==> src/ffba_pkg.sv <==
`timescale 1ns / 1ps
// ----------------------------------------------------------------------------
// ffba_pkg
// Shared constants, codes and types of the first-fit block allocator.
// ----------------------------------------------------------------------------
package ffba_pkg;

  localparam int MAX_BLOCKS   = 64;
  localparam int PAGE_BYTES   = 4096;
  localparam int HEADER_BYTES = 16;

  localparam int IDX_W      = $clog2(MAX_BLOCKS);
  localparam int CNT_W      = $clog2(MAX_BLOCKS + 1);
  localparam int PAGE_SHIFT = $clog2(PAGE_BYTES);

  localparam int ADDR_W  = 32;
  localparam int SIZE_W  = 24;
  localparam int NEED_W  = SIZE_W + 1;
  localparam int BYTES_W = NEED_W + 1;
  localparam int STAT_W  = 3;
  localparam int CFG_IDX_W = 1;

  // Request types
  localparam logic REQ_ALLOC   = 1'b0;
  localparam logic REQ_RELEASE = 1'b1;

  // Response status codes
  localparam logic [STAT_W-1:0] ST_REUSED   = 3'd0;
  localparam logic [STAT_W-1:0] ST_NEW      = 3'd1;
  localparam logic [STAT_W-1:0] ST_NOMEM    = 3'd2;
  localparam logic [STAT_W-1:0] ST_RELEASED = 3'd3;
  localparam logic [STAT_W-1:0] ST_UNKNOWN  = 3'd4;

  // Configuration register indexes
  localparam logic [CFG_IDX_W-1:0] CFG_REGION_START = 1'd0;
  localparam logic [CFG_IDX_W-1:0] CFG_REGION_END   = 1'd1;

  typedef struct packed {
    logic [ADDR_W-1:0] size;
    logic [ADDR_W-1:0] base;
    logic              used;
  } tbl_entry_t;

  typedef struct packed {
    logic              en;
    logic              full;   // write size and base too, else used mark only
    logic [IDX_W-1:0]  idx;
    logic              used;
    logic [ADDR_W-1:0] size;
    logic [ADDR_W-1:0] base;
  } tbl_wr_t;

endpackage

==> src/first_fit_block_allocator.sv <==
`timescale 1ns / 1ps
// ----------------------------------------------------------------------------
// first_fit_block_allocator
// First-fit heap block allocator over a table of up to MAX_BLOCKS blocks.
// ----------------------------------------------------------------------------
// Usage:
//   Pulse start with req_type/req_size/req_addr while busy is low; the request
//   is taken at that edge and busy stays high until the answer is out.
//   The answer shows on resp_addr/resp_status for one cycle with done high;
//   the receiver cannot stall it. busy drops in that same cycle, so the next
//   request may be started alongside done.
//   Scan: the sequencer scans the table from the newest entry to the oldest
//   through the single memory read port, one entry per cycle, through one
//   shared compare unit. A hit ends the scan with the answer. On a scan miss
//   a release answers unknown, while an allocate goes on to page rounding,
//   then to the region check and append.
//   Configuration: cfg_we/cfg_index/cfg_wdata write region_start (which also
//   reloads the bump pointer) or region_end; write only while idle.
//   Reset: clears the entry count, the bump pointer and region_end;
//   the table memory itself is not cleared, as only appended entries are read.
// ----------------------------------------------------------------------------
module first_fit_block_allocator (
  input  logic                                clk,
  input  logic                                rst,
  input  logic                                start,
  output logic                                busy,
  input  logic                                req_type,
  input  logic [ffba_pkg::SIZE_W-1:0]         req_size,
  input  logic [ffba_pkg::ADDR_W-1:0]         req_addr,
  input  logic                                cfg_we,
  input  logic [ffba_pkg::CFG_IDX_W-1:0]      cfg_index,
  input  logic [ffba_pkg::ADDR_W-1:0]         cfg_wdata,
  output logic                                done,
  output logic [ffba_pkg::ADDR_W-1:0]         resp_addr,
  output logic [ffba_pkg::STAT_W-1:0]         resp_status
);

  localparam logic [1:0] S_IDLE = 2'd0;
  localparam logic [1:0] S_SCAN = 2'd1;
  localparam logic [1:0] S_MISS = 2'd2;
  localparam logic [1:0] S_NEW  = 2'd3;

  localparam int IDX_W   = ffba_pkg::IDX_W;
  localparam int CNT_W   = ffba_pkg::CNT_W;
  localparam int ADDR_W  = ffba_pkg::ADDR_W;
  localparam int NEED_W  = ffba_pkg::NEED_W;
  localparam int BYTES_W = ffba_pkg::BYTES_W;
  localparam logic [BYTES_W-1:0] PAGE_MASK = ~(BYTES_W'(ffba_pkg::PAGE_BYTES - 1));

  logic [1:0]                  state;
  logic                        type_q;
  logic [ffba_pkg::SIZE_W-1:0] size_q;
  logic [ADDR_W-1:0]           addr_q;
  logic [IDX_W-1:0]            cmp_idx;
  logic [CNT_W-1:0]            entry_count;
  logic [ADDR_W-1:0]           next_free_page;
  logic [ADDR_W-1:0]           region_end;
  logic [BYTES_W-1:0]          bytes_q;

  logic                  accept;
  logic                  is_rel;
  logic                  hit;
  logic [CNT_W-1:0]      cnt_m1;
  logic                  rd_en;
  logic [IDX_W-1:0]      rd_idx;
  ffba_pkg::tbl_entry_t  rd_data;
  ffba_pkg::tbl_wr_t     wr;
  logic [NEED_W-1:0]     need;
  logic [BYTES_W-1:0]    rounded;
  logic [BYTES_W-1:0]    bytes_next;
  logic [ADDR_W:0]       span;
  logic                  fits;
  logic                  room;

  assign busy   = (state != S_IDLE);
  assign accept = start && !busy;
  assign is_rel = (type_q == ffba_pkg::REQ_RELEASE);
  assign cnt_m1 = entry_count - CNT_W'(1);

  // Shared compare unit: base match for release, free and large enough for allocate
  always_comb begin
    if (is_rel) begin
      hit = (rd_data.base == addr_q);
    end else begin
      hit = !rd_data.used && (rd_data.size >= ADDR_W'(size_q));
    end
  end

  always_comb begin
    rd_en  = (accept && (entry_count != '0)) ||
             ((state == S_SCAN) && !hit && (cmp_idx != '0));
    rd_idx = (state == S_IDLE) ? cnt_m1[IDX_W-1:0] : (cmp_idx - IDX_W'(1));
  end

  // Round request plus header up to whole pages, at least one page
  always_comb begin
    need    = NEED_W'(size_q) + NEED_W'(ffba_pkg::HEADER_BYTES);
    rounded = (BYTES_W'(need) + BYTES_W'(ffba_pkg::PAGE_BYTES - 1)) & PAGE_MASK;
    bytes_next = (rounded == '0) ? BYTES_W'(ffba_pkg::PAGE_BYTES) : rounded;
  end

  always_comb begin
    span = {1'b0, region_end} - {1'b0, next_free_page};
    fits = !span[ADDR_W] && (span[ADDR_W-1:0] >= ADDR_W'(bytes_q));
    room = (entry_count < CNT_W'(ffba_pkg::MAX_BLOCKS));
  end

  always_comb begin
    wr      = '0;
    wr.idx  = cmp_idx;
    wr.used = !is_rel;
    if ((state == S_SCAN) && hit) begin
      wr.en = 1'b1;
    end else if ((state == S_NEW) && fits && room) begin
      wr.en   = 1'b1;
      wr.full = 1'b1;
      wr.idx  = entry_count[IDX_W-1:0];
      wr.used = 1'b1;
      wr.base = next_free_page + ADDR_W'(ffba_pkg::HEADER_BYTES);
      wr.size = ADDR_W'(bytes_q) - ADDR_W'(ffba_pkg::HEADER_BYTES);
    end
  end

  ffba_table u_table (
    .clk     (clk),
    .wr      (wr),
    .rd_en   (rd_en),
    .rd_idx  (rd_idx),
    .rd_data (rd_data)
  );

  // Sequencer and control state
  always_ff @(posedge clk) begin
    if (rst) begin
      state          <= S_IDLE;
      done           <= 1'b0;
      entry_count    <= '0;
      next_free_page <= '0;
      region_end     <= '0;
    end else begin
      done <= 1'b0;
      case (state)
        S_IDLE: begin
          if (accept) begin
            state <= (entry_count != '0) ? S_SCAN : S_MISS;
          end
        end
        S_SCAN: begin
          if (hit) begin
            done  <= 1'b1;
            state <= S_IDLE;
          end else if (cmp_idx == '0) begin
            state <= S_MISS;
          end
        end
        S_MISS: begin
          if (is_rel) begin
            done  <= 1'b1;
            state <= S_IDLE;
          end else begin
            state <= S_NEW;
          end
        end
        S_NEW: begin
          done  <= 1'b1;
          state <= S_IDLE;
          if (fits && room) begin
            next_free_page <= next_free_page + ADDR_W'(bytes_q);
            entry_count    <= entry_count + CNT_W'(1);
          end
        end
        default: begin
          state <= S_IDLE;
        end
      endcase

      if (cfg_we) begin
        case (cfg_index)
          ffba_pkg::CFG_REGION_START: begin
            next_free_page <= cfg_wdata;
          end
          ffba_pkg::CFG_REGION_END: begin
            region_end <= cfg_wdata;
          end
          default: begin
          end
        endcase
      end
    end
  end

  // Request capture, scan index and response payload
  always_ff @(posedge clk) begin
    if (accept) begin
      type_q  <= req_type;
      size_q  <= req_size;
      addr_q  <= req_addr;
      cmp_idx <= cnt_m1[IDX_W-1:0];
    end else if ((state == S_SCAN) && !hit) begin
      cmp_idx <= cmp_idx - IDX_W'(1);
    end
    if (state == S_MISS) begin
      bytes_q <= bytes_next;
    end
    case (state)
      S_SCAN: begin
        resp_addr   <= rd_data.base;
        resp_status <= is_rel ? ffba_pkg::ST_RELEASED : ffba_pkg::ST_REUSED;
      end
      S_MISS: begin
        resp_addr   <= '0;
        resp_status <= ffba_pkg::ST_UNKNOWN;
      end
      S_NEW: begin
        if (fits && room) begin
          resp_addr   <= next_free_page + ADDR_W'(ffba_pkg::HEADER_BYTES);
          resp_status <= ffba_pkg::ST_NEW;
        end else begin
          resp_addr   <= '0;
          resp_status <= ffba_pkg::ST_NOMEM;
        end
      end
      default: begin
      end
    endcase
  end

endmodule

==> src/ffba_table.sv <==
`timescale 1ns / 1ps
// ----------------------------------------------------------------------------
// ffba_table
// Block table memory: one write port, one registered read port.
// ----------------------------------------------------------------------------
module ffba_table (
  input  logic                           clk,
  input  ffba_pkg::tbl_wr_t              wr,
  input  logic                           rd_en,
  input  logic [ffba_pkg::IDX_W-1:0]     rd_idx,
  output ffba_pkg::tbl_entry_t           rd_data
);

  logic [ffba_pkg::ADDR_W-1:0] size_mem [ffba_pkg::MAX_BLOCKS];
  logic [ffba_pkg::ADDR_W-1:0] base_mem [ffba_pkg::MAX_BLOCKS];
  logic                        used_mem [ffba_pkg::MAX_BLOCKS];

  always_ff @(posedge clk) begin
    if (wr.en) begin
      used_mem[wr.idx] <= wr.used;
      if (wr.full) begin
        size_mem[wr.idx] <= wr.size;
        base_mem[wr.idx] <= wr.base;
      end
    end
  end

  always_ff @(posedge clk) begin
    if (rd_en) begin
      rd_data.size <= size_mem[rd_idx];
      rd_data.base <= base_mem[rd_idx];
      rd_data.used <= used_mem[rd_idx];
    end
  end

endmodule

==> config.mk <==
export PLATFORM = sky130hd
export DESIGN_NAME = first_fit_block_allocator
export DESIGN_NICKNAME = d
export VERILOG_FILES = /design/src/ffba_pkg.sv /design/src/first_fit_block_allocator.sv /design/src/ffba_table.sv
export SDC_FILE = /design/constraint.sdc
export NUM_CORES = 2
export LEC_CHECK = 0
export BUFFER_PORTS_ARGS = -buffer_cell sky130_fd_sc_hd__buf_4
export CORE_MARGIN = 10
export CORE_UTILIZATION = 35
export DETAILED_ROUTE_END_ITERATION = 6
export SLEW_MARGIN = 10
export SYNTH_ARGS = -nofsm -noshare
export SYNTH_HDL_FRONTEND = slang
export SYNTH_MEMORY_MAX_BITS = 65536
export SYNTH_SLANG_ARGS = --single-unit
export TNS_END_PERCENT = 30
==> constraint.sdc <==
create_clock -name clk -period 8.97 [get_ports clk]
set_clock_uncertainty 0.2 [all_clocks]
set_input_delay 1.794 -clock clk [delete_from_list [all_inputs] [get_ports clk]]
set_output_delay 1.794 -clock clk [all_outputs]
set_load 0.01 [all_outputs]
**Word level (Yosys, flattened, before mapping)**

Memory sizes are Yosys's and may differ from the RTL's. A register that Yosys moved wholly into a read port is not among the register bits.
Index checks and enable logic that the tools add are counted.

- Bits in registers: 198
- Memory bits (writable): 4160
- Input port bits: 94
- Output and inout bits: 37
- Logic and storage cells: 91
- Memories: 3

- Add/subtract/negate cells: 9
- Order comparisons: 3
- Equal/unequal tests: 6
- Mux-type cells: 30
- Reduce and logical (&&, ||, !) cells: 27

Memory list:

| name | depth | width | read ports | clocked after Yosys merged registers in | write ports | line | text |
|---|---|---|---|---|---|---|---|
| u_table.base_mem | 64 | 32 | 1 | 1 | 1 | ffba_table.sv:15 | `logic [ffba_pkg::ADDR_W-1:0] base_mem [ffba_pkg::MAX_BLOCKS];` |
| u_table.size_mem | 64 | 32 | 1 | 1 | 1 | ffba_table.sv:14 | `logic [ffba_pkg::ADDR_W-1:0] size_mem [ffba_pkg::MAX_BLOCKS];` |
| u_table.used_mem | 64 | 1 | 1 | 1 | 1 | ffba_table.sv:16 | `logic used_mem [ffba_pkg::MAX_BLOCKS];` |

Operators with widths:

| kind | count |
|---|---|
| 2-to-1 mux 32 bit | 5 |
| case mux 32 bit (3 select lines) | 1 |
| 2-to-1 mux 73 bit | 1 |
| 2-to-1 mux 72 bit | 1 |
| subtractor 32 x 32 -> 33 bit | 1 |
| adder 32 x 26 -> 32 bit | 1 |
| adder 32 x 5 -> 32 bit, second input constant | 1 |
| equality test 32 bit | 1 |
| >= comparator 32 x 24 -> 1 bit | 1 |
| >= comparator 32 x 26 -> 1 bit | 1 |
| subtractor 26 x 5 -> 27 bit, second input constant | 1 |
| adder 25 x 12 -> 26 bit, second input constant | 1 |
| logical NOT 26 bit | 1 |
| adder 24 x 5 -> 25 bit, second input constant | 1 |
| 2-to-1 mux 6 bit | 3 |
| 2-to-1 mux 2 bit | 7 |
| subtractor 6 x 1 -> 6 bit, second input constant | 2 |
| logical AND 1 bit | 10 |
| 2-to-1 mux 1 bit | 9 |
| case mux 3 bit (3 select lines) | 1 |
| case mux 2 bit (4 select lines) | 1 |
| adder 7 x 1 -> 7 bit, second input constant | 1 |
| < comparator 7 bit, second input constant | 1 |
| nonzero test 7 bit | 1 |
| 13 further kinds | 21 |

**Depth between registers and ports, before layout**

- Depth in word-level cells: 10
- Mapped depth: 28
- Depth with buffers taken out: 25

**Cells and area by module**

From an unflattened synthesis, not the netlist that was laid out.

- Cell total of the unflattened synthesis: 8084
- Area total of the unflattened synthesis: 171228.0 µm²

Modules (own cells, without submodules):

| module | instances | cells an instance | area an instance (µm²) | sequential area each (µm²) |
|---|---|---|---|---|
| ffba_table | 1 | 6699 | 159007.5 | 126871.7 |
| first_fit_block_allocator | 1 | 1385 | 12220.5 | 4814.6 |

**Least setup slack after synthesis**

Ideal clock, no wire load.

- Path kind: reg2reg
- Start point: register next_free_page[8]
- End point: memory u_table.size_mem[0][25] (netlist name) (data pin)
- Setup time: 0.864 ns
- Arrival: 7.904 ns
- Data required time: 7.906 ns
- Setup slack: 0.002 ns
- Cell stages (with the launch flop): 24
- Path buffers: 3
- Clock period less this slack: 8.968 ns
- Cell sequence: dfxtp_1 > inv_1 > ha_1 > clkbuf_1 > and3_1 > a221oi_1 > or2_2 > nand4b_1 > a21oi_1 > o21ai_0 > xor2_1 > ha_1 > nand3_1 > nor3_1 > nand3_1 > a2111oi_0 > nand4_1 > or4_1 > o21ai_2 > nor4_4 > a21o_4 > buf_4 > buf_2 > nor4_1

RTL lines:

| item | line | text |
|---|---|---|
| from (decl) | first_fit_block_allocator.sv:56 | `logic [ADDR_W-1:0] next_free_page;` |
| from (signal assigned) | first_fit_block_allocator.sv:168 | `next_free_page <= next_free_page + ADDR_W'(bytes_q);` |
| from (signal assigned) | first_fit_block_allocator.sv:180 | `next_free_page <= cfg_wdata;` |
| to (decl) | ffba_table.sv:14 |  |

**Final worst setup path**

- Start point: register next_free_page[6]
- End point: memory u_table.base_mem[34][21] (netlist name), enable pin

- Longest elaborated chain between the ends: 10
- Elaborated cells on any way between the ends: 12
- Those cells by class: add/sub (1); order compare (1); mux (6); reduce/logical (4)

Ends and longest elaborated chain:

| item | line | text |
|---|---|---|
| subtractor 32 x 32 -> 33 bit * | first_fit_block_allocator.sv:103 | `span = {1'b0, region_end} - {1'b0, next_free_page};` |
| >= comparator 32 x 26 -> 1 bit or logical NOT 1 bit (tied branches) | first_fit_block_allocator.sv:104 | `fits = !span[ADDR_W] && (span[ADDR_W-1:0] >= ADDR_W'(bytes_q));` |
| logical AND 1 bit * | first_fit_block_allocator.sv:104 |  |
| logical AND 1 bit * (2 in a row) | first_fit_block_allocator.sv:114 | `end else if ((state == S_NEW) && fits && room) begin` |
| 2-to-1 mux 73 bit * | first_fit_block_allocator.sv:114 |  |
| 2-to-1 mux 72 bit | first_fit_block_allocator.sv:112 | `if ((state == S_SCAN) && hit) begin` |
| 2-to-1 mux 1 bit | ffba_table.sv:21 | `if (wr.full) begin` |
| 2-to-1 mux 1 bit | ffba_table.sv:19 | `if (wr.en) begin` |
| 2-to-1 mux 1 bit (not written as such) | ffba_table.sv:23 | `base_mem[wr.idx] <= wr.base;` |
| to (decl) | ffba_table.sv:15 |  |

Mark *: on every way between the ends. The rest lies on a longest branch, timed or not.

==> reports/results.ini <==
[synthesis]
synth-xor-area-share_pct=0.771
yosysTopAreaCell=edfxtp_1
yosysSeqAreaShare_pct=74.9
netlist_area_um2=134000
synth_top_cell_area_share_pct=73.8
ys.flop_type=edfxtp_1
async_flop_share_pct=0
netlist_instances=6755
avgSynthCellArea_um2=19.9
synth_cell_type_count=75
synth_fp_nets=6934
synth_top_family_by_area=multiplexers
synth_compound_area_share_pct=3.60
synth-simple-area-share_pct=2.96
ys_ff_latch=3370
synth.area.mux_share_pct=15.6
synth-adder-area-share_pct=0.804
synth_area_leaders=edfxtp_1 (74%), mux4_2 (13%), mux2i_1 (1.6%)
yosys_warnings=0
synth-edff-count=3296

[worst_hold_path]
min_path_cells=2
worst_hold_path.endpoint=region_end[7]$_SDFFE_PP0P_
min_path_type=reg2reg
hp-start=region_end[7]$_SDFFE_PP0P_

[pwr]
power.density_nw_per_um2=226
vdd_drop_max_mv=0.159
leakage_nw=51.9

[clock_tree]
hold_buffers=0
cts_buffer_depth=4
numCtsBuffers=351
clkTransAtPathRegs_ps=60
clockRootBuffer=clkbuf_16
cts_resized=0
cts_tree=built
cts_setup_buffers=0
clk_latency_ps=960
numClockSinks=3370
htreeDepth=5

[floorplanning]
die_w_um=639
pin_count=131
coreArea_um2=382000
fp.dieH_um=639
die_area_um2=408000
initial_utilization_pct=35.1
rows=227

[place]
place_area_um2=145000
place_hpwl_mm=233
dp_cells=11900
io_buffers=130
gp_congestion=0.841
place_ws_ps=1140

[route]
viasPerCell=5.55
detail-route-antenna-nets=0
wl_met2_mm=187
route.detailed.drc=0
drt-met1-wl_mm=155
wl_per_cell_um=30.8
top_layer=met5
met3_length_mm=32.3
dr.first_iter.drc_count=8370
dr.pass1.iters=6
vias=69500
drt_wl_total_mm=387

[setup_path]
cp-start-kind=flop
worstPathRequired_ps=9360
r2r-end=u_table.base_mem[34][21]$_DFFE_PP_
worstPathMaxFanout=48
crit_type=reg2reg
cp-end-kind=flop
worstPathArrival_ps=8470
ff2ff_setup_slack_ps=890
r2r_start=next_free_page[6]$_SDFFE_PP0P_
rr_worst_depth=27

[grt]
grt_use_total_pct=18.4
grt_pass1_vias=69800
antenna_found_initial=25
grt_pass1_wl_mm=543
overflow=0
grt_max_degree=141

[timing]
fmax_mhz=124
finalHoldViolCount=0
rsz0062_at_grt=no
period_needed_ps=8080
period_share_pct=90.1
final-setup-viol-count=0
maxSlewHeadroom_pct=1.51
report.final.slew_viol_count=0
setup_slack_ps=891
finalSetupTns_ps=0
tightest_slew_ps=1460
holdWs_ps=261

[cells_and_area]
num-nets-final=7373
final_cell_count_no_fill=12500
fin_area_um2=157000
drive_above_1_share_pct=26.8
syn_to_final_growth_pct=16.9
num-fill-cells=33300

[run_status]
status=complete, but fails checks
violations=max-capacitance violations

[flow_run]
max_cap_violations=1

cell usage after synthesis (5+ instances only):
cell	number
mux4_2	784
mux2i_1	208
nor2_1	269
a21oi_1	264
a21o_1	43
clkbuf_1	221
o21ai_0	158
o31ai_1	7
buf_2	56
nand2b_1	8
or4_1	7
nand2_1	278
nand4b_1	5
xor2_1	17
o21a_1	6
a22oi_2	6
buf_1	89
o21bai_1	5
mux2_2	100
and2_1	5
xnor2_1	101
ha_1	83
nor3b_1	12
dfxtp_1	74
a31oi_1	17
a211oi_1	156
nor2b_1	114
or3_1	11
inv_1	92
edfxtp_1	3296
o211ai_1	52
and3_1	19
nand3_1	44
nand4_1	24
nor4_1	13
nor3_1	34
metal layers:
metal,vias to the layer above,track usage (%)
met5,-,0
met4,8,5.63
met3,537,3.61
met2,3114,30.1
met1,37300,24.9
li1,28600,-
power by group:
| group | total [mW] | internal, mW | switching, mW |
|---|---|---|---|
| Clock | 14.8 | 8.61 | 6.16 |
| Combinational | 3.34 | 1.28 | 2.06 |
| Sequential | 17.2 | 17.2 | 0.0859 |
logic make-up (layout without fill, tap and decap cells):
logic type | Yosys count | after routing
DFF | 3370 | 3370
muxes | 1093 | 1093
and+or+nand+nor | 857 | 857
AOI/OAI and AO/OA | 764 | 764
buffers and inverters | 468 | 1198
xor gates and xnor gates | 118 | 118
adders and majority gates | 85 | 85
other | 0 | 11
through the flow:
| stage | util (%) | total power [mW] |
|---|---|---|
| finish | 41.0 | 35.4 |
| global route | 41.0 | 36.4 |
| CTS | 41.0 | 35.6 |
| detailed placement | 38.0 | 20.9 |
| global placement | 38.0 | 20.9 |
| floorplan | - | 19.7 |
cells in the final DEF, fill, tap and decap left out, types with 11 or more instances in the layout:
master	synthesis	routed
a31oi_1	17	17
nor2_1	269	166
xor2_1	17	17
nor2b_1	114	113
buf_4	4	317
clkinv_1	0	78
bufinv_16	0	42
nor3b_1	12	12
diode_2	0	11
edfxtp_1	3296	3296
and3_1	19	19
o211ai_1	52	52
ha_1	83	83
inv_1	92	90
nor2_4	0	103
buf_12	0	141
clkinvlp_4	0	14
or3_1	11	11
clkbuf_16	0	361
mux2i_1	208	203
a21oi_1	264	261
nand2_1	278	277
a211oi_1	156	155
xnor2_1	101	101
nand4_1	24	24
clkinv_2	0	69
mux4_2	784	784
mux2_2	100	100
nand3_1	44	44
o21ai_0	158	155
nor3_1	34	33
clkbuf_1	221	57
dfxtp_1	74	74
a21o_1	43	43
worst max path at each step:
stage,end,start,cells after the start
finish,u_table.base_mem[34][21]$_DFFE_PP_,next_free_page[6]$_SDFFE_PP0P_,27
global route,u_table.base_mem[34][24]$_DFFE_PP_,next_free_page[6]$_SDFFE_PP0P_,27
CTS,u_table.base_mem[37][31]$_DFFE_PP_,next_free_page[6]$_SDFFE_PP0P_,25
detailed placement,u_table.base_mem[37][15]$_DFFE_PP_,next_free_page[6]$_SDFFE_PP0P_,25
global placement,u_table.base_mem[37][25]$_DFFE_PP_,next_free_page[6]$_SDFFE_PP0P_,25
floorplan,u_table.size_mem[0][25]$_DFFE_PP_,next_free_page[8]$_SDFFE_PP0P_,23
worst max-delay path, stage by stage, from the launching register on:
cell,delay [ps]
dfxtp_1,440
inv_1,70
ha_1,390
a21o_1,250
or3_1,340
o2111ai_1,350
nand3_1,230
nand3_1,170
nand2_1,120
a21oi_1,210
nor2_1,50
nor2_1,140
xnor2_1,140
ha_1,260
a2111oi_0,410
o21ai_0,140
o21ai_0,120
nor2_1,60
or4_1,520
a311oi_1,260
o2111ai_1,210
nor4_4,750
buf_4,250
a211oi_1,90
a31oi_2,790
buf_4,370
nor2_4,60
buf_12,230
sequential cells by signal, summed over array words and instances, names as in the netlist:
signal and flops:
u_table.rd_data 49, done 1, bytes_q 13, is_rel 1, region_end 32, u_table.size_mem 1024, addr_q 32, next_free_page 32
resp_status 3, state 2, u_table.base_mem 2048, cmp_idx 6, resp_addr 32, entry_count 7, u_table.used_mem 64, size_q 24
cell type report:
type	count	area (um^2)	share of cell area (%)
Antenna cell	11	27.5	0.0176
Clock buffer	418	9250	5.90
Clock inverter	226	2410	1.54
Inverter	95	359	0.229
Multi-Input combinational cell	2917	32700	20.9
Sequential cell	3370	100000	64.1
Tap cell	5038	6300	4.02
Timing Repair Buffer	459	5230	3.34
(Power assumes the default switching activity.)
